**src/rtl/core/spds_pkg.sv**
```systemverilog
`default_nettype none
package spds_pkg;
  localparam int unsigned Reach = 15;
  localparam int unsigned WinDepth = 2 * Reach;
  localparam int unsigned MaxWidth = 2048;
  localparam int unsigned ColW = $clog2(MaxWidth);
  localparam int unsigned WinIdxW = $clog2(WinDepth);
  localparam int unsigned PendIdxW = $clog2(Reach);
  localparam int unsigned PixW = 8;
  localparam int unsigned CostW = 2 * PixW;
  localparam int unsigned DispW = 5;

  // reciprocals in 16 fractional bits, rounded up: exact quotient for ColW-bit columns
  localparam int unsigned RecipShift = 16;
  localparam int unsigned WinRecip = ((1 << RecipShift) + WinDepth - 1) / WinDepth;
  localparam int unsigned ReachRecip = ((1 << RecipShift) + Reach - 1) / Reach;

  typedef enum logic [3:0] {
    ST_IDLE   = 4'b0001,
    ST_LOAD   = 4'b0010,
    ST_SEARCH = 4'b0100,
    ST_OUT    = 4'b1000
  } state_t;

  // controller -> datapath
  typedef struct packed {
    logic             store;     // write accepted pixels
    logic             start;     // begin search for column x
    logic [ColW-1:0]  x;
    logic [ColW-1:0]  last_col;
    logic             step;      // evaluate one candidate
  } cmd_t;

  // datapath -> controller
  typedef struct packed {
    logic             done;      // all candidates evaluated
    logic [ColW-1:0]  best_col;
  } sts_t;

  // column modulo window depth via reciprocal multiply
  function automatic logic [WinIdxW-1:0] win_slot(input logic [ColW-1:0] col);
    logic [ColW+12:0] prod;
    logic [ColW-1:0]  quo;
    prod = (ColW+13)'(col) * (ColW+13)'(WinRecip);
    quo = ColW'(prod >> RecipShift);
    return WinIdxW'(col - quo * ColW'(WinDepth));
  endfunction

  // column modulo reach via reciprocal multiply
  function automatic logic [PendIdxW-1:0] pend_slot(input logic [ColW-1:0] col);
    logic [ColW+12:0] prod;
    logic [ColW-1:0]  quo;
    prod = (ColW+13)'(col) * (ColW+13)'(ReachRecip);
    quo = ColW'(prod >> RecipShift);
    return PendIdxW'(col - quo * ColW'(Reach));
  endfunction
endpackage
`default_nettype wire

```
**src/rtl/core/spds_if.sv**
```systemverilog
`default_nettype none
interface spds_in_if;
  logic valid;
  logic ready;
  logic [7:0] left_pixel;
  logic [7:0] right_pixel;
  logic row_end;
  modport source (output valid, left_pixel, right_pixel, row_end, input ready);
  modport sink (input valid, left_pixel, right_pixel, row_end, output ready);
endinterface

interface spds_out_if;
  logic valid;
  logic ready;
  logic signed [4:0] disparity;
  logic [10:0] column;
  logic last_of_row;
  modport source (output valid, disparity, column, last_of_row, input ready);
  modport sink (input valid, disparity, column, last_of_row, output ready);
endinterface
`default_nettype wire

```
**src/rtl/core/spds_ram.sv**
```systemverilog
`default_nettype none
module spds_ram #(
  parameter int unsigned Width = 8,
  parameter int unsigned Depth = 16
) (
  input  wire logic                     clk,
  input  wire logic                     we,
  input  wire logic [$clog2(Depth)-1:0] waddr,
  input  wire logic [Width-1:0]         wdata,
  input  wire logic [$clog2(Depth)-1:0] raddr,
  output      logic [Width-1:0]         rdata
);
  logic [Width-1:0] mem [Depth];
  always_ff @(posedge clk) begin
    if (we) begin
      mem[waddr] <= wdata;
    end
    rdata <= mem[raddr];
  end
endmodule
`default_nettype wire

```
**src/rtl/core/spds_datapath.sv**
```systemverilog
`default_nettype none
module spds_datapath (
  input  wire logic                          clk,
  input  wire logic                          rst_n,
  input  wire spds_pkg::cmd_t                cmd,
  input  wire logic [spds_pkg::ColW-1:0]     wr_col,
  input  wire logic [spds_pkg::PixW-1:0]     left_in,
  input  wire logic [spds_pkg::PixW-1:0]     right_in,
  output      spds_pkg::sts_t                sts
);
  logic [spds_pkg::ColW:0]   rcol_r, rcol_nxt;   // column being read, one spare bit
  logic [spds_pkg::ColW-1:0] hi_r, hi_nxt;
  logic [spds_pkg::ColW-1:0] eval_col_r, eval_col_nxt;  // column whose pixel is in rdata
  logic                      eval_v_r, eval_v_nxt;
  logic                      have_r, have_nxt;
  logic [spds_pkg::CostW-1:0] best_cost_r, best_cost_nxt;
  logic [spds_pkg::ColW-1:0] best_r, best_nxt;
  logic [spds_pkg::PixW-1:0] lp_r;
  logic                      lp_sel_r;
  logic [spds_pkg::PixW-1:0] win_q, pend_q;
  logic [spds_pkg::ColW-1:0] lo;
  logic [spds_pkg::ColW:0]   hi_full;
  logic [spds_pkg::ColW-1:0] hi_c;
  logic [spds_pkg::ColW-1:0] rd_col;
  logic [spds_pkg::PixW-1:0] lp, diff;
  logic [spds_pkg::CostW-1:0] cost;
  logic                      reading;

  // ring addressing: window modulo 30, pending modulo 15
  logic [spds_pkg::WinIdxW-1:0]  win_wa, win_ra;
  logic [spds_pkg::PendIdxW-1:0] pend_wa, pend_ra;

  assign win_wa  = spds_pkg::win_slot(wr_col);
  assign pend_wa = spds_pkg::pend_slot(wr_col);
  assign pend_ra = spds_pkg::pend_slot(cmd.x);

  assign lo = (cmd.x >= spds_pkg::ColW'(spds_pkg::Reach)) ?
              cmd.x - spds_pkg::ColW'(spds_pkg::Reach) : '0;
  assign hi_full = {1'b0, cmd.x} + (spds_pkg::ColW+1)'(spds_pkg::Reach - 1);
  assign hi_c = (hi_full > {1'b0, cmd.last_col}) ? cmd.last_col
                                                 : spds_pkg::ColW'(hi_full);

  assign reading = cmd.step && (rcol_r <= {1'b0, hi_r}) && !cmd.start;
  assign rd_col = cmd.start ? lo : rcol_r[spds_pkg::ColW-1:0];
  assign win_ra = spds_pkg::win_slot(rd_col);

  spds_ram #(.Width(spds_pkg::PixW), .Depth(spds_pkg::WinDepth)) u_win (
    .clk(clk), .we(cmd.store), .waddr(win_wa), .wdata(right_in),
    .raddr(win_ra), .rdata(win_q));

  spds_ram #(.Width(spds_pkg::PixW), .Depth(spds_pkg::Reach)) u_pend (
    .clk(clk), .we(cmd.store), .waddr(pend_wa), .wdata(left_in),
    .raddr(pend_ra), .rdata(pend_q));

  assign lp = lp_sel_r ? pend_q : lp_r;
  assign diff = (lp >= win_q) ? lp - win_q : win_q - lp;
  assign cost = diff * diff;

  always_comb begin
    rcol_nxt = rcol_r;
    hi_nxt = hi_r;
    eval_col_nxt = eval_col_r;
    eval_v_nxt = 1'b0;
    have_nxt = have_r;
    best_cost_nxt = best_cost_r;
    best_nxt = best_r;
    if (cmd.start) begin
      rcol_nxt = {1'b0, lo} + (spds_pkg::ColW+1)'(1);
      hi_nxt = hi_c;
      eval_col_nxt = lo;
      eval_v_nxt = 1'b1;
      have_nxt = 1'b0;
    end else begin
      if (eval_v_r && (!have_r || cost < best_cost_r)) begin
        have_nxt = 1'b1;
        best_cost_nxt = cost;
        best_nxt = eval_col_r;
      end
      if (reading) begin
        eval_col_nxt = rcol_r[spds_pkg::ColW-1:0];
        eval_v_nxt = 1'b1;
        rcol_nxt = rcol_r + (spds_pkg::ColW+1)'(1);
      end
    end
  end

  always_ff @(posedge clk) begin
    if (!rst_n) begin
      eval_v_r <= 1'b0;
      have_r <= 1'b0;
      lp_sel_r <= 1'b0;
    end else begin
      eval_v_r <= eval_v_nxt;
      have_r <= have_nxt;
      lp_sel_r <= cmd.start;
    end
    rcol_r <= rcol_nxt;
    hi_r <= hi_nxt;
    eval_col_r <= eval_col_nxt;
    best_cost_r <= best_cost_nxt;
    best_r <= best_nxt;
    if (lp_sel_r) begin
      lp_r <= pend_q;
    end
  end

  assign sts.done = !cmd.start && !eval_v_r && have_r && (rcol_r > {1'b0, hi_r});
  assign sts.best_col = best_r;
endmodule
`default_nettype wire

```
**src/rtl/core/spds_ctrl.sv**
```systemverilog
`default_nettype none
module spds_ctrl (
  input  wire logic                      clk,
  input  wire logic                      rst_n,
  spds_in_if.sink                        in_ch,
  spds_out_if.source                     out_ch,
  output      spds_pkg::cmd_t            cmd,
  output      logic [spds_pkg::ColW-1:0] wr_col,
  input  wire spds_pkg::sts_t            sts
);
  spds_pkg::state_t state_r, state_nxt;
  logic [spds_pkg::ColW-1:0] col_r, col_nxt;       // next input column
  logic [spds_pkg::ColW-1:0] x_r, x_nxt;           // column being searched
  logic [spds_pkg::ColW-1:0] stop_r, stop_nxt;     // last column to emit
  logic [spds_pkg::ColW-1:0] last_r, last_nxt;     // clip limit
  logic                      flush_r, flush_nxt;
  logic                      ov_r, ov_nxt;
  logic signed [spds_pkg::DispW-1:0] disp_r, disp_nxt;
  logic [spds_pkg::ColW-1:0] ocol_r, ocol_nxt;
  logic                      olast_r, olast_nxt;
  logic                      acc, end_item;
  logic [spds_pkg::ColW-1:0] first;

  assign in_ch.ready = (state_r == spds_pkg::ST_IDLE) && !ov_r;
  assign acc = in_ch.valid && in_ch.ready;
  assign end_item = in_ch.row_end ||
                    (col_r >= spds_pkg::ColW'(spds_pkg::MaxWidth - 1));
  assign first = (col_r >= spds_pkg::ColW'(spds_pkg::Reach - 1)) ?
                 col_r - spds_pkg::ColW'(spds_pkg::Reach - 1) : '0;
  assign wr_col = col_r;

  assign out_ch.valid = ov_r;
  assign out_ch.disparity = disp_r;
  assign out_ch.column = ocol_r;
  assign out_ch.last_of_row = olast_r;

  always_comb begin
    state_nxt = state_r;
    col_nxt = col_r;
    x_nxt = x_r;
    stop_nxt = stop_r;
    last_nxt = last_r;
    flush_nxt = flush_r;
    ov_nxt = ov_r && !out_ch.ready;
    disp_nxt = disp_r;
    ocol_nxt = ocol_r;
    olast_nxt = olast_r;
    cmd = '0;
    cmd.x = x_r;
    cmd.last_col = last_r;
    cmd.store = acc;
    case (state_r)
      spds_pkg::ST_IDLE: begin
        if (acc) begin
          x_nxt = first;
          last_nxt = col_r;
          stop_nxt = end_item ? col_r : first;
          flush_nxt = end_item;
          col_nxt = end_item ? '0 : col_r + spds_pkg::ColW'(1);
          if (end_item || col_r >= spds_pkg::ColW'(spds_pkg::Reach - 1)) begin
            state_nxt = spds_pkg::ST_LOAD;
          end
        end
      end
      spds_pkg::ST_LOAD: begin
        // pixels just written; launch search
        cmd.start = 1'b1;
        state_nxt = spds_pkg::ST_SEARCH;
      end
      spds_pkg::ST_SEARCH: begin
        cmd.step = 1'b1;
        if (sts.done && !ov_r) begin
          ov_nxt = 1'b1;
          disp_nxt = spds_pkg::DispW'(x_r - sts.best_col);
          ocol_nxt = x_r;
          olast_nxt = flush_r && (x_r == stop_r);
          state_nxt = spds_pkg::ST_OUT;
        end
      end
      spds_pkg::ST_OUT: begin
        if (x_r == stop_r) begin
          state_nxt = spds_pkg::ST_IDLE;
        end else begin
          x_nxt = x_r + spds_pkg::ColW'(1);
          state_nxt = spds_pkg::ST_LOAD;
        end
      end
      default: state_nxt = spds_pkg::ST_IDLE;
    endcase
  end

  always_ff @(posedge clk) begin
    if (!rst_n) begin
      state_r <= spds_pkg::ST_IDLE;
      col_r <= '0;
      ov_r <= 1'b0;
    end else begin
      state_r <= state_nxt;
      col_r <= col_nxt;
      ov_r <= ov_nxt;
    end
    x_r <= x_nxt;
    stop_r <= stop_nxt;
    last_r <= last_nxt;
    flush_r <= flush_nxt;
    disp_r <= disp_nxt;
    ocol_r <= ocol_nxt;
    olast_r <= olast_nxt;
  end
endmodule
`default_nettype wire

```
**src/rtl/core/stereo_pixel_disparity_search.sv**
```systemverilog
// Search: each result comes from a serial scan over its clipped candidates
//   (up to 30), one candidate per cycle through the window RAM port.
// Input flow: one beat at a time; a beat yielding results holds input until its
//   last result is taken at the output; beats with no result add no hold.
//   A flush beat yields up to 15 results.
// Reset: synchronous active-low rst_n clears the state machine, column counter and
//   output valid; pixel stores are undefined until written.
`default_nettype none
module stereo_pixel_disparity_search (
  input wire logic   clk,
  input wire logic   rst_n,
  spds_in_if.sink    in_ch,
  spds_out_if.source out_ch
);
  spds_pkg::cmd_t cmd;
  spds_pkg::sts_t sts;
  logic [spds_pkg::ColW-1:0] wr_col;

  // sequencer: column tracking, emission order, output register
  spds_ctrl u_ctrl (
    .clk(clk), .rst_n(rst_n), .in_ch(in_ch), .out_ch(out_ch),
    .cmd(cmd), .wr_col(wr_col), .sts(sts));

  // pixel rings plus serial squared-difference minimum search
  spds_datapath u_dp (
    .clk(clk), .rst_n(rst_n), .cmd(cmd), .wr_col(wr_col),
    .left_in(in_ch.left_pixel), .right_in(in_ch.right_pixel), .sts(sts));
endmodule
`default_nettype wire

```
**src/flat_wrapper.sv**
```systemverilog
// flat-port wrapper written by rule: the top's interface ports become plain ports
module stereo_pixel_disparity_search_flat 
  (clk, rst_n, in_ch_valid, in_ch_left_pixel, in_ch_right_pixel, in_ch_row_end, in_ch_ready, out_ch_valid, out_ch_disparity, out_ch_column, out_ch_last_of_row, out_ch_ready);
  spds_in_if in_ch_i ();
  spds_out_if out_ch_i ();
  input wire logic clk;
  input wire logic rst_n;
  input wire logic [$bits(in_ch_i.valid)-1:0] in_ch_valid;
  input wire logic [$bits(in_ch_i.left_pixel)-1:0] in_ch_left_pixel;
  input wire logic [$bits(in_ch_i.right_pixel)-1:0] in_ch_right_pixel;
  input wire logic [$bits(in_ch_i.row_end)-1:0] in_ch_row_end;
  output wire logic [$bits(in_ch_i.ready)-1:0] in_ch_ready;
  output wire logic [$bits(out_ch_i.valid)-1:0] out_ch_valid;
  output wire logic [$bits(out_ch_i.disparity)-1:0] out_ch_disparity;
  output wire logic [$bits(out_ch_i.column)-1:0] out_ch_column;
  output wire logic [$bits(out_ch_i.last_of_row)-1:0] out_ch_last_of_row;
  input wire logic [$bits(out_ch_i.ready)-1:0] out_ch_ready;
  assign in_ch_i.valid = in_ch_valid;
  assign in_ch_i.left_pixel = in_ch_left_pixel;
  assign in_ch_i.right_pixel = in_ch_right_pixel;
  assign in_ch_i.row_end = in_ch_row_end;
  assign in_ch_ready = in_ch_i.ready;
  assign out_ch_valid = out_ch_i.valid;
  assign out_ch_disparity = out_ch_i.disparity;
  assign out_ch_column = out_ch_i.column;
  assign out_ch_last_of_row = out_ch_i.last_of_row;
  assign out_ch_i.ready = out_ch_ready;
  stereo_pixel_disparity_search u_core (.clk(clk), .rst_n(rst_n), .in_ch(in_ch_i), .out_ch(out_ch_i));
endmodule
```
**config.mk**
```make
export PLATFORM = sky130hd
export DESIGN_NAME = stereo_pixel_disparity_search_flat
export DESIGN_NICKNAME = d
export VERILOG_FILES = /design/src/rtl/core/spds_pkg.sv /design/src/rtl/core/spds_if.sv /design/src/rtl/core/spds_ram.sv /design/src/rtl/core/spds_datapath.sv /design/src/rtl/core/spds_ctrl.sv /design/src/rtl/core/stereo_pixel_disparity_search.sv /design/src/flat_wrapper.sv
export SDC_FILE = /design/constraint.sdc
export NUM_CORES = 1
export LEC_CHECK = 0
export ABC_AREA = 1
export BUFFER_PORTS_ARGS = -buffer_cell sky130_fd_sc_hd__buf_2
export CAP_MARGIN = 10
export CORE_MARGIN = 2
export CORE_UTILIZATION = 40
export DETAILED_ROUTE_END_ITERATION = 8
export GPL_TIMING_DRIVEN = 0
export PLACE_DENSITY_LB_ADDON = 0.2
export SYNTH_ARGS = -nofsm -noshare
export SYNTH_HDL_FRONTEND = slang
export SYNTH_SLANG_ARGS = --single-unit
```
**constraint.sdc**
```tcl
create_clock -name clk -period 8.95 [get_ports clk]
set_input_delay 1.79 -clock clk [delete_from_list [all_inputs] [get_ports clk]]
set_output_delay 1.79 -clock clk [all_outputs]
set_load 0.02 [all_outputs]
```
# After elaboration in Yosys (flattened, before gate mapping)
# Memories as Yosys holds them, arrays and structs flattened. A register that Yosys moved wholly into a read port is not among the register bits.
# Index checks and enable logic that the tools add are counted.
# word_totals
ff_bits	127
ramBits	360
out_inout_bits	19
mem_count	2
# op_classes
addsub	14
mul	9
magnitude_cmp	8
eq_ne	9
mux	28
n_bitwise	2
reduce_logical	27
# mem_list
name	words	word_bits	read_ports	rd_ports_with_merged_regs	write_ports	line	rtl
u_core.u_dp.u_win.mem	30	8	1	1	1	spds_ram.sv:13	logic [Width-1:0] mem [Depth];
u_core.u_dp.u_pend.mem	15	8	1	1	1	spds_ram.sv:13	
# op_table
op	n
$mul 11x12->23 const B	4
$mux 11	8
$gt 12x11->1	2
$mux 12	2
$add 11x1->11 const B	2
$ge 11x4->1 const B	2
$pmux 11 s2	1
$sub 11x4->11 const B	2
$lt 16x16->1	1
$mul 8x4->4 const B	2
$mul 8x8->16	1
$mux 8	2
$pmux 4 s4	1
$sub 8x8->8	2
$sub 5x5->5	3
$mul 7x4->4 const B	2
$add 11x1->12 const B	1
$add 11x4->12 const B	1
$add 12x1->12 const B	1
$le 12x11->1	1
$mux 4	3
$eq 11x11->1	1
$ge 11x11->1 const B	1
$logic_and 1x1->1	11
18 further kinds	40

# Longest topological paths before layout
# Gate-level depths: netlist of run 1.
# logic_depth
word_depth	9
depth_mapped	41
depth_no_buf	41

# By module
# A second synthesis of run 1 with hierarchy kept.
# unflattened
hier_cells	3034
hier_area_um2	29313.1
# modules_own_cells
module	instances	cells_each	area_each_um2
spds_datapath	1	1283	10518.8
spds_ram at u_core.u_dp.u_win	1	869	10038.4
spds_ram at u_core.u_dp.u_pend	1	511	5356.4
spds_ctrl	1	371	3399.5

# Worst setup path after synthesis of run 1
# No wires, ideal clock.
# synth_path
path_kind	reg-to-reg
startpoint	register u_core.u_dp.lp_sel_r
endpoint	register u_core.u_dp.best_cost_r[0] (netlist bit), enable pin
setup_time_ps	404
arrival_ps	7635
t_required_ps	8546
path_slack_ps	912
stages_incl_launch_ff	32
period_less_slack_ps	8038
cell_sequence	dfxtp_1 clkbuf_1 o21ai_0 inv_1 fa_1 nand2_1 nand2_1 nand2_1 nand3_2 mux2i_1 xnor2_1 inv_2 nor2_1 inv_1 fa_1 fa_1 fa_1 fa_1 inv_1 ha_1 a21oi_1 o21ai_0 a21oi_1 o21ai_0 a21o_1 a21oi_1 xor2_1 ha_1 a21oi_1 o21ai_0 o21bai_1 a21oi_1
# synth_between
elab_chain_len	8
elab_cells_between_ends	10
# synth_lines
element	line	rtl
from (decl)	spds_datapath.sv:19	logic lp_sel_r;
from (signal assigned)	spds_datapath.sv:95	lp_sel_r <= cmd.start;
$mux 8 (*)	n/a	
via u_core.u_dp.lp, one bit	spds_datapath.sv:25	logic [spds_pkg::PixW-1:0] lp, diff;
$sub 8x8->8 / $ge 8x8->1 (equally long branches)	spds_datapath.sv:56	assign diff = (lp >= win_q) ? lp - win_q : win_q - lp;
$mux 8 (*)	spds_datapath.sv:56	
$mul 8x8->16 (*)	spds_datapath.sv:57	assign cost = diff * diff;
via u_core.u_dp.cost, one bit	spds_datapath.sv:26	logic [spds_pkg::CostW-1:0] cost;
$lt 16x16->1 (*)	spds_datapath.sv:74	if (eval_v_r && (!have_r || cost < best_cost_r)) begin
$logic_or 1x1->1 (*)	spds_datapath.sv:74	
$logic_and 1x1->1 (*)	spds_datapath.sv:74	
$reduce_and 2->1 (no source line) (*)	n/a	
to (signal assigned)	spds_datapath.sv:100	best_cost_r <= best_cost_nxt;
to (decl)	spds_datapath.sv:16	logic [spds_pkg::CostW-1:0] best_cost_r, best_cost_nxt;
# Mark *: on every way through the listed nets, which the timed path passes. The rest lies on a longest branch.
# A chain may end at the register's enable or synchronous reset.

# Worst setup path in the final report of run 1
# layout_path
startpoint	register u_core.u_ctrl.col_r, in the netlist u_core.u_ctrl.wr_col[2]
endpoint	memory u_core.u_dp.u_win.mem[7][7], enable pin
# layout_between
elab_chain_len	3
# layout_lines
element	line	rtl
from (decl)	spds_ctrl.sv:12	logic [spds_pkg::ColW-1:0] col_r, col_nxt;
from (signal assigned)	spds_ctrl.sv:99	col_r <= col_nxt;
$mul 11x12->23	spds_pkg.sv:44	prod = (ColW+13)'(col) * (ColW+13)'(WinRecip);
$mul 7x4->4	spds_pkg.sv:46	return WinIdxW'(col - quo * ColW'(WinDepth));
$sub 5x5->5 (*)	spds_pkg.sv:46	
to (decl)	spds_ram.sv:13	
# Every way passes the cells marked *; elsewhere a longest branch is shown, timed or not.

==> key figures, run 1 <==
Status
  – Status: finished, final reports clean

Detailed routing
  – DRC errors left: 0
  – Total wire length: 70100 um
  – Post-DRT Antenna Nets: 0
  – DR vias: 19967
  – Total iterations of the first detailed-routing run: 6
  – Initial drt markers: 1548
  – Avg WL per Cell: 18.0 um
  – Vias per cell: 5.13

Clock tree
  – CTS Sinks: 502
  – CTS tree: yes
  – Post-CTS setup buffers: 0
  – CTS Buf Count: 55
  – CTS H-tree lvls: 2
  – Clk buf depth: 3
  – Root buffer cell: clkbuf_16
  – Clock slew at reported path FFs: 0.06 ns
  – Clock Latency Late Sink: 0.63 ns

Setup path
  – CP Capture Type: flip-flop
  – Required @ worst endpoint: 9.20 ns
  – CP max FO: 9
  – Worst Path Arrival: 8.55 ns
  – Number of cells on the worst reg-to-reg path: 29
  – Most frequent cell on the critical path: ha_1
  – Crit-path slowest cell: nor2_1
  – Reg-to-Reg End: u_core.u_dp.u_win.mem[7][7]
  – Max incr delay on CP: 0.81 ns
  – CP Launch Type: flip-flop
  – Reg-to-reg startpoint: u_core.u_ctrl.wr_col[2]
  – FF-to-FF setup slack: 0.66 ns
  – WS Path Type: flip-flop to flip-flop

Logic synthesis
  – Synth Warn #: 0
  – Async SR Flop Fraction: 0%
  – Synthesized cell area: 28400 um2
  – Post-synthesis sequential area ratio: 51.6%
  – Cells after Synth: 2810
  – Synth Flop Type: edfxtp_1
  – Syn avg cell area: 10.1 um2
  – Mapped Nets: 3125
  – Post-synthesis register bit count: 502
  – Post-synth EDFFs: 459
  – Yosys cell types: 60

GRT
  – Antenna violations before repair: 0
  – Largest net degree at the start of global routing: 33
  – First-pass GRT wire length: 111000 um
  – Grt ovf: 0
  – Vias in the first global route: 20170
  – GRT Overall Usage: 19.2%

Timing
  – Minimum clock period: 8.29 ns
  – Worst-margin pin slew: 0.944 ns
  – Tcrit/Tclk final: 92.7%
  – Hold WS: 0.421 ns
  – RSZ-0062 raised after global routing: false
  – Count of final max-slew check failures: 0
  – Max transition margin: 36.8%
  – Setup violators final: 0
  – Fmax: 121 MHz
  – Fin. Hold Viols: 0
  – Worst Skew: 0.0618 ns

Floorplanning
  – IO Count: 40
  – CORE AREA: 70100 um2
  – Die area: 73100 um2
  – Die X: 270 um
  – Die Span Y: 270 um
  – Initial core utilization: 40.5%
  – Cell Rows: 97

Flow run
  – Max-Cap Viols: 0

Place
  – # port buffers: 39
  – DP HPWL: 50800 um
  – Placed Area: 29800 um2
  – Global placement routability congestion: 0.932

Hold path
  – Worst hold path class: flip-flop to flip-flop
  – Worst hold endpoint: u_core.u_dp.best_r[3]
  – WHS Path Cells: 0
  – Hold_sp: u_core.u_dp.eval_col_r[3]

Final layout
  – Area growth from synthesis to final layout: 11.7%
  – Layout fillers: 6727
  – ANT cells: 0
  – Post-route cell area: 31700 um2
  – # nets final: 3224
  – Area of the multi-input gates: 11700 um2
  – Layout cells sized above 1: 7.65%
  – Final core utilization: 45.2%
  – Register area: 14600 um2
[how the worst max path moves through the flow]
stage,slack [ns],from,depth (start not counted),to
6_report,0.66,u_core.u_ctrl.wr_col[2],29,u_core.u_dp.u_win.mem[7][7]
5_1_grt,0.11,u_core.u_ctrl.wr_col[2],29,u_core.u_dp.u_win.mem[7][6]
4_1_cts,0.14,u_core.u_dp.lp_sel_r,32,u_core.u_dp.best_cost_r[4]
3_5_place_dp,0.21,u_core.u_dp.lp_sel_r,32,u_core.u_dp.best_cost_r[4]
3_3_place_gp,-0.73,u_core.u_dp.lp_sel_r,31,u_core.u_dp.best_cost_r[5]
2_1_floorplan,0.91,u_core.u_dp.lp_sel_r,31,u_core.u_dp.best_cost_r[0]
[repair_timing]
item / CTS / global route
hold buffers: 0 / 0
resized for setup: 0 / 7
endpoints found under the setup margin: 0 / 20
[per-stage QoR]
| stage | setup WS, ns | setup TNS, ns | instances |
|---|---|---|---|
| after global routing | 0.109 | 0 | 3895 |
| final | 0.656 | 0 | 3895 |
| after detailed placement | 0.211 | 0 | 3792 |
| after CTS | 0.139 | 0 | 3895 |
| after global placement | -0.728 | -14.50 | 3789 |
| after floorplan | 0.912 | 0 | 2810 |
[flip-flops by register name, summed over array words and instances, names as in the netlist, 5 cells and up]
register,count
u_core.u_dp.u_pend.rdata,8
u_core.u_dp.eval_col_r,5
u_core.u_ctrl.wr_col,11
u_core.u_dp.rcol_r,12
u_core.u_ctrl.last_r,11
u_core.u_dp.u_pend.mem,120
u_core.u_ctrl.x_r,11
u_core.u_dp.u_win.mem,240
u_core.u_ctrl.out_ch.disparity,5
u_core.u_dp.hi_r,11
u_core.u_dp.best_r,5
u_core.u_ctrl.stop_r,11
u_core.u_dp.lp_r,8
u_core.u_dp.u_win.rdata,8
u_core.u_ctrl.out_ch.column,11
u_core.u_dp.best_cost_r,15
[kinds of logic after synthesis]
group,count (synthesis),synth area share (%)
mux,10,0.392
simple gates,994,15.0
fa+ha+maj,294,14.5
xor+xnor,100,3.14
buf+inv,506,7.19
flops,502,51.6
compound gates,404,8.16
[cells in the mapped netlist (3+ instances only)]
| cell | instances | area (um2) |
|---|---|---|
| nand2_1 | 506 | 1900 |
| buf_4 | 6 | 45.0 |
| buf_2 | 16 | 80.1 |
| nor2_4 | 3 | 33.8 |
| a21o_1 | 8 | 60.1 |
| o21ai_1 | 20 | 100 |
| a31oi_1 | 6 | 37.5 |
| buf_6 | 13 | 146 |
| nand3b_1 | 11 | 82.6 |
| nand3_1 | 190 | 951 |
| nand2_2 | 8 | 50.1 |
| o21a_1 | 4 | 30.0 |
| nand3_2 | 5 | 50.1 |
| o211ai_1 | 53 | 398 |
| buf_1 | 4 | 15.0 |
| o21ai_0 | 149 | 746 |
| dfxtp_1 | 43 | 861 |
| nor4_1 | 3 | 18.8 |
| a221oi_1 | 3 | 26.3 |
| o21bai_1 | 4 | 30.0 |
| clkinv_1 | 5 | 18.8 |
| o22ai_1 | 25 | 156 |
| xor2_1 | 71 | 622 |
| edfxtp_1 | 459 | 13800 |
| inv_1 | 406 | 1520 |
| inv_2 | 12 | 45.0 |
| xnor2_1 | 27 | 236 |
| a21oi_1 | 113 | 566 |
| ha_1 | 235 | 2940 |
| clkbuf_1 | 43 | 161 |
| a211oi_1 | 5 | 37.5 |
| or2_2 | 4 | 25.0 |
| mux2_2 | 9 | 101 |
| nor3_1 | 21 | 105 |
| nand4_1 | 17 | 106 |
| nor2_1 | 210 | 788 |
| nor3b_1 | 4 | 30.0 |
| fa_1 | 59 | 1180 |
[final cells by class]
class,instances,share of cell area (%)
Timing Repair Buffer,42,0.734
Clock inverter,33,1.32
Inverter,424,5.03
Multi-Input combinational cell,1802,37.0
Sequential cell,502,46.2
Clock buffer,70,4.62
Buffer,82,1.42
Tap cell,940,3.71
[critical path, delay by kind of cell, from the launching register on]
family / cells / cell delay (ns)
xor gates and xnor gates: 3 / 0.93
buffers and inverters: 6 / 1.20
and+or+nand+nor: 10 / 2.10
DFF: 1 / 0.56
AOI/OAI and AO/OA: 3 / 0.56
adders and majority gates: 7 / 2.57
[cells in the final DEF (no fill, tap or decap), types with 6 or more instances in the layout]
cell	n
bufinv_16	7
buf_6	13
edfxtp_1	459
a21oi_1	112
nor3_1	21
nand3b_1	11
nand2_2	8
nand4_1	17
dfxtp_1	43
o21ai_1	22
clkinv_4	6
o21ai_0	147
a21o_1	8
clkbuf_1	54
clkinv_1	9
clkbuf_16	56
nand2_1	506
o211ai_1	53
fa_1	59
inv_2	12
a31oi_1	6
inv_1	406
buf_2	55
mux2_2	9
buf_4	7
nand3_1	190
nor2_1	209
o22ai_1	25
xor2_1	71
xnor2_1	26
clkinv_2	10
ha_1	235
[layer usage]
layer | up-vias | global-route usage (%) | part of all wire [%]
met3 | 131 | 3.25 | 6.3
met1 | 9557 | 25.7 | 44
met5 | - | 0 | 0
met4 | 0 | 5.86 | 2.9
li1 | 9727 | - | -
met2 | 552 | 32.0 | 47
Power of run 1 is left out: the tool's default activity adds up to more than one toggle a clock period on the data nets, which glitch-free logic cannot reach.
==> run 2: changes to the inputs <==
- CORE_MARGIN: 2 -> not set
- CTS_CLUSTER_SIZE: not set -> 14
==> key figures, run 2 (same netlist as run 1, synthesis figures left out) <==
Setup path
  – Number of cells on the worst reg-to-reg path: 33 (was 29)
  – Crit-path slowest cell: fa_1 (was nor2_1)
  – WS Path Type: flip-flop to flip-flop (unchanged)
  – Max incr delay on CP: 0.55 ns (was 0.81 ns)
  – Most frequent cell on the critical path: fa_1 (was ha_1)
  – Worst Path Arrival: 8.58 ns (was 8.55 ns)
  – CP Launch Type: flip-flop (unchanged)
  – CP max FO: 15 (was 9)
  – Required @ worst endpoint: 9.21 ns (was 9.20 ns)
  – CP Capture Type: flip-flop (unchanged)

Clock tree
  – CTS tree: yes (unchanged)
  – Clock slew at reported path FFs: 0.06 ns (about the same)
  – Clk buf depth: 3 (unchanged)
  – Post-CTS Hold Fix Bufs: 0 (unchanged)
  – Post-CTS setup buffers: 0 (unchanged)
  – CTS Sinks: 502 (unchanged)
  – CTS H-tree lvls: 2 (unchanged)
  – Post-cts sizing count: 0 (unchanged)
  – Root buffer cell: clkbuf_16 (unchanged)
  – CTS Buf Count: 54 (was 55)
  – Clock Latency Late Sink: 0.64 ns (was 0.63 ns)

Floorplanning
  – Die area: 72100 um2 (was 73100 um2)
  – CORE AREA: 70100 um2 (unchanged)
  – IO Count: 40 (unchanged)
  – Die X: 268 um (was 270 um)
  – Cell Rows: 97 (unchanged)
  – Die Span Y: 268 um (was 270 um)
  – Initial core utilization: 40.5% (unchanged)

GRT
  – First-pass GRT wire length: 111000 um (about the same)
  – Antenna violations before repair: 1 (was 0)
  – Vias in the first global route: 20102 (was 20170)
  – Largest net degree at the start of global routing: 33 (unchanged)
  – Grt ovf: 0 (unchanged)
  – GRT Overall Usage: 20.1% (was 19.2%)

Final layout
  – Final core utilization: 45.3% (was 45.2%)
  – Most frequent cells in the layout: 506 x nand2_1, 459 x edfxtp_1, 406 x inv_1, 235 x ha_1, 209 x nor2_1 (unchanged)
  – ANT cells: 0 (unchanged)
  – # nets final: 3223 (was 3224)
  – Commonest non-fill, non-tap cell in the layout: nand2_1 (unchanged)
  – Layout cells sized above 1: 7.62% (was 7.65%)
  – Cell Count, Final, Fillers Out: 3894 (was 3895)
  – Post-route cell area: 31700 um2 (about the same)
  – Max reg flops: 240 (unchanged)
  – Most flops, register: u_core.u_dp.u_win.mem (unchanged)
  – Area growth from synthesis to final layout: 11.8% (was 11.7%)
  – Largest regs: u_core.u_dp.u_win.mem (240), u_core.u_dp.u_pend.mem (120), u_core.u_dp.best_cost_r (15) (unchanged)

Timing
  – Minimum clock period: 8.32 ns (was 8.29 ns)
  – RSZ-0062 raised after global routing: false (unchanged)
  – Tcrit/Tclk final: 93.0% (was 92.7%)
  – Count of final max-slew check failures: 0 (unchanged)
  – Max transition margin: 38.0% (was 36.8%)
  – Worst-margin pin slew: 0.927 ns (was 0.944 ns)
  – Fin. Hold Viols: 0 (unchanged)
  – Post-route worst setup slack: 0.630 ns (was 0.656 ns)
  – Worst Skew: 0.0836 ns (was 0.0618 ns)
  – Fmax: 120 MHz (was 121 MHz)
  – Setup violators final: 0 (unchanged)

Hold path
  – Worst hold path class: flip-flop to flip-flop (unchanged)
  – WHS Path Cells: 0 (unchanged)

Flow run
  – Max-Cap Viols: 0 (unchanged)

Detailed routing
  – Vias per cell: 5.13 (about the same)
  – Avg WL per Cell: 18.3 um (was 18.0 um)
  – Post-DRT Antenna Nets: 0 (unchanged)
  – Total wire length: 71400 um (was 70100 um)
  – Total iterations of the first detailed-routing run: 5 (was 6)
  – DR vias: 19986 (was 19967)
  – Initial drt markers: 1642 (was 1548)
  – DRC errors left: 0 (unchanged)

Place
  – Placed Area: 29800 um2 (about the same)
  – Post-Place Cells: 3792 (unchanged)
  – Global placement routability congestion: 0.934 (was 0.932)
  – DP HPWL: 51700 um (was 50800 um)
  – # port buffers: 39 (unchanged)
  – Pre-CTS setup slack: 0.115 ns (was 0.211 ns)

Status
  – Status: finished, final reports clean (unchanged)
run 2: layout make-up:
class / count / area (um2)
flip-flops and latches: 502 / 14600
clock buffers: 68 / 1430
well taps: 940 / 1180
fillers: 6724 / 38400
clock inverters: 34 / 483
plain buffers: 82 / 450
repair buffers: 42 / 229
multi-input cells: 1802 / 11700
inverters: 424 / 1590
run 2: worst max-delay path: cells and delay by family, from the launching register on:
kind / cells / cell delay, ns
AO/OA/AOI/OAI: 11 / 1.96
XOR/XNOR: 2 / 0.51
adder cells (fa/ha/maj): 7 / 3.20
buffers and inverters: 6 / 0.90
flip-flops: 1 / 0.44
multiplexers: 1 / 0.21
AND/OR/NAND/NOR: 6 / 0.69
run 2: through the flow:
stage / hold WS (ns) / TNS, ns
after floorplan: 0.400 / 0
after global placement: 0.407 / -15.64
after detailed placement: 0.409 / 0
after CTS: 0.425 / 0
after global routing: 0.442 / 0
final: 0.423 / 0
run 2: per-layer routing:
metal | GRT usage (%) | part of all wire [%] | vias up | wire, um
li1 | - | - | 9690 | -
met1 | 26.7 | 45 | 9651 | 32000
met2 | 33.6 | 47 | 504 | 33400
met3 | 2.78 | 5.1 | 141 | 3670
met4 | 6.99 | 3.2 | 0 | 2290
met5 | 0 | 0 | - | 0
run 2: final timing paths:
path / startpoint / to / slack (ns)
worst max-delay path: u_core.u_dp.lp_sel_r / u_core.u_dp.best_cost_r[3] / 0.63
worst min-delay path: u_core.u_dp.eval_col_r[3] / u_core.u_dp.best_r[3] / 0.42
worst max register to register: u_core.u_dp.lp_sel_r / u_core.u_dp.best_cost_r[3] / 0.63
worst min register to register: u_core.u_dp.eval_col_r[3] / u_core.u_dp.best_r[3] / 0.42
Power of run 2 is left out for the same reason.
==> run 3: changes to the inputs <==
- ABC_AREA: 1 -> not set
==> key figures, run 3 <==
Status
  – Status: finished, final reports clean (unchanged)

Logic synthesis
  – Post-synthesis register bit count: 502 (unchanged)
  – Synth area leader: edfxtp_1 (unchanged)
  – Synth Warn #: 0 (unchanged)
  – Count leader, synth: edfxtp_1 (was nand2_1)
  – Syn avg cell area: 12.1 um2 (was 10.1 um2)
  – Post-synth top area share: 50.5% (was 48.5%)
  – Post-synth EDFFs: 459 (unchanged)
  – Area contributors post-synth: edfxtp_1 50%, ha_1 11%, fa_1 4.3% (was edfxtp_1 49%, ha_1 10%, nand2_1 6.7%)
  – Async SR Flop Fraction: 0% (unchanged)
  – Post-synthesis sequential area ratio: 53.6% (was 51.6%)
  – Top cells by count, synth: 459 x edfxtp_1, 307 x nand2_1, 235 x ha_1, 212 x inv_1, 136 x nor2_1 (was 506 x nand2_1, 459 x edfxtp_1, 406 x inv_1, 235 x ha_1, 210 x nor2_1)
  – Mapped Nets: 2580 (was 3125)
  – Synth Flop Type: edfxtp_1 (unchanged)
  – Synthesized cell area: 27300 um2 (was 28400 um2)
  – Yosys cell types: 82 (was 60)
  – Cells after Synth: 2265 (was 2810)

Detailed routing
  – DRC errors left: 0 (unchanged)
  – DR vias: 17330 (was 19986)
  – Vias per cell: 5.24 (was 5.13)
  – Total iterations of the first detailed-routing run: 6 (was 5)
  – Total wire length: 64500 um (was 71400 um)
  – Post-DRT Antenna Nets: 0 (unchanged)
  – Initial drt markers: 1160 (was 1642)
  – Avg WL per Cell: 19.5 um (was 18.3 um)

Place
  – Global placement routability congestion: 0.828 (was 0.934)
  – Post-Place Cells: 3179 (was 3792)
  – # port buffers: 39 (unchanged)
  – DP HPWL: 45500 um (was 51700 um)

Setup path
  – CP Launch Type: flip-flop (unchanged)
  – Required @ worst endpoint: 9.27 ns (was 9.21 ns)
  – FF-to-FF setup slack: 0.43 ns (was 0.63 ns)
  – Most frequent cell on the critical path: fa_1 (unchanged)
  – CP max FO: 8 (was 15)
  – Worst Path Arrival: 8.84 ns (was 8.58 ns)
  – Reg-to-reg startpoint: u_core.u_dp.lp_sel_r (unchanged)
  – Number of cells on the worst reg-to-reg path: 34 (was 33)
  – Max incr delay on CP: 0.58 ns (was 0.55 ns)
  – Crit-path slowest cell: fa_1 (unchanged)
  – Crit. Startpoint: u_core.u_dp.lp_sel_r (unchanged)
  – Reg-to-Reg End: u_core.u_dp.best_r[3] (was u_core.u_dp.best_cost_r[3])
  – CP Capture Type: flip-flop (unchanged)
  – WS Path Type: flip-flop to flip-flop (unchanged)

Final layout
  – Layout fillers: 6170 (was 6724)
  – Most frequent cells in the layout: 459 x edfxtp_1, 307 x nand2_1, 234 x ha_1, 211 x inv_1, 134 x nor2_1 (was 506 x nand2_1, 459 x edfxtp_1, 406 x inv_1, 235 x ha_1, 209 x nor2_1)
  – Max reg flops: 240 (unchanged)
  – Largest regs: u_core.u_dp.u_win.mem (240), u_core.u_dp.u_pend.mem (120), u_core.u_dp.best_cost_r (15) (unchanged)
  – # nets final: 2702 (was 3223)
  – Register area: 14600 um2 (about the same)
  – Most flops, register: u_core.u_dp.u_win.mem (unchanged)
  – Area of the multi-input gates: 11700 um2 (about the same)
  – Cell Count, Final, Fillers Out: 3306 (was 3894)
  – ANT cells: 0 (unchanged)
  – Layout cells sized above 1: 11.1% (was 7.62%)
  – Commonest non-fill, non-tap cell in the layout: edfxtp_1 (was nand2_1)
  – Area growth from synthesis to final layout: 12.8% (was 11.8%)

Flow run
  – Max-Cap Viols: 0 (unchanged)

Clock tree
  – Post-CTS Hold Fix Bufs: 0 (unchanged)
  – Clk buf depth: 3 (unchanged)
  – Clock slew at reported path FFs: 0.06 ns (about the same)
  – CTS Buf Count: 55 (was 54)
  – CTS H-tree lvls: 2 (unchanged)
  – CTS tree: yes (unchanged)
  – CTS Sinks: 502 (unchanged)
  – Clock Latency Late Sink: 0.62 ns (was 0.64 ns)
  – Root buffer cell: clkbuf_16 (unchanged)

GRT
  – Largest net degree at the start of global routing: 33 (unchanged)
  – M3 GR Usage: 2.36% (was 2.78%)
  – Antenna violations before repair: 0 (was 1)
  – First-pass GRT wire length: 101000 um (was 111000 um)
  – Routing usage on met2: 32.0% (was 33.6%)
  – Met1 Use GR: 25.1% (was 26.7%)
  – Vias in the first global route: 17744 (was 20102)
  – Grt ovf: 0 (unchanged)
  – GRT Overall Usage: 18.9% (was 20.1%)
  – Busiest grt layer: met2 (unchanged)

Floorplanning
  – Die area: 69300 um2 (was 72100 um2)
  – IO Count: 40 (unchanged)
  – CORE AREA: 67400 um2 (was 70100 um2)
  – Die Span Y: 263 um (was 268 um)
  – Die X: 263 um (was 268 um)
  – Cell Rows: 95 (was 97)
  – Initial core utilization: 40.5% (about the same)

Timing
  – Worst-margin pin slew: 1.05 ns (was 0.927 ns)
  – Setup violators final: 0 (unchanged)
  – Worst Skew: 0.0234 ns (was 0.0836 ns)
  – Fmax: 117 MHz (was 120 MHz)
  – Tcrit/Tclk final: 95.2% (was 93.0%)
  – Fin. Hold Viols: 0 (unchanged)
  – Minimum clock period: 8.52 ns (was 8.32 ns)
  – Max transition margin: 29.6% (was 38.0%)
  – Count of final max-slew check failures: 0 (unchanged)

Hold path
  – WHS Path Cells: 0 (unchanged)
  – Worst hold endpoint: u_core.u_dp.best_r[3] (unchanged)
  – Hold_sp: u_core.u_dp.eval_col_r[3] (unchanged)
  – Worst hold path class: flip-flop to flip-flop (unchanged)
-- run 3: per-stage QoR --
stage	worst slack, ns	cell area [um2]	util, %	TNS [ns]	hold WS [ns]
2_1_floorplan	0.153	27300	-	0	0.400
3_3_place_gp	-1.19	28600	42.4	-26.75	0.403
3_5_place_dp	-1.38	28600	42.5	-31.46	0.419
4_1_cts	0.0408	30500	45.3	0	0.434
5_1_grt	-0.0975	30800	45.7	-1.44	0.441
6_report	0.431	30800	45.7	0	0.433
-- run 3: what timing repair did --
action,4_1_cts,5_1_grt
buffers inserted,4,21
gates cloned,1,0
pin swaps,2,13
gates resized for setup,19,25
endpoints found under the setup margin,28,28
-- run 3: kinds of logic (layout without fill, tap and decap cells) --
group                      Yosys count  after routing  share of synthesized area (%)
and+or+nand+nor                    660            660                           10.9
AOI/OAI and AO/OA                  278            279                           6.78
buffers and inverters              297            464                           4.22
DFF                                502            502                           53.6
muxes                              100            100                           4.83
xor gates and xnor gates           134            134                           4.49
adders and majority gates          294            294                           15.1
-- run 3: area by class of cell --
class | count | area share (%)
buffer | 80 | 1.11
clock buffer | 64 | 4.72
clock inverter | 39 | 1.15
inverter | 215 | 2.63
multi-input combinational | 1467 | 37.9
sequential | 502 | 47.6
tap | 873 | 3.55
timing repair buffer | 66 | 1.36
-- run 3: worst max-delay path, delay by kind of cell, from the launching register on --
kind            cells  cell delay (ns)
flops               1             0.44
mux                 2             0.40
xor+xnor            2             0.32
compound gates     11             2.08
simple gates        6             1.14
fa+ha+maj           8             3.19
buf+inv             5             0.59
-- run 3: layer usage --
| metal | part of all wire, % | routed length, um |
|---|---|---|
| met3 | 4.2 | 2720 |
| met5 | 0 | 0 |
| met4 | 3.0 | 1910 |
| met1 | 45 | 28900 |
| met2 | 48 | 31100 |
-- run 3: worst max path at each step --
stage | to | cells after the start
6_report | u_core.u_dp.best_r[3] | 34
5_1_grt | u_core.u_dp.best_r[3] | 38
4_1_cts | u_core.u_dp.best_cost_r[3] | 35
3_5_place_dp | u_core.u_dp.best_r[3] | 34
3_3_place_gp | u_core.u_dp.best_r[4] | 34
2_1_floorplan | u_core.u_dp.best_cost_r[0] | 33
Power of run 3 is left out for the same reason.
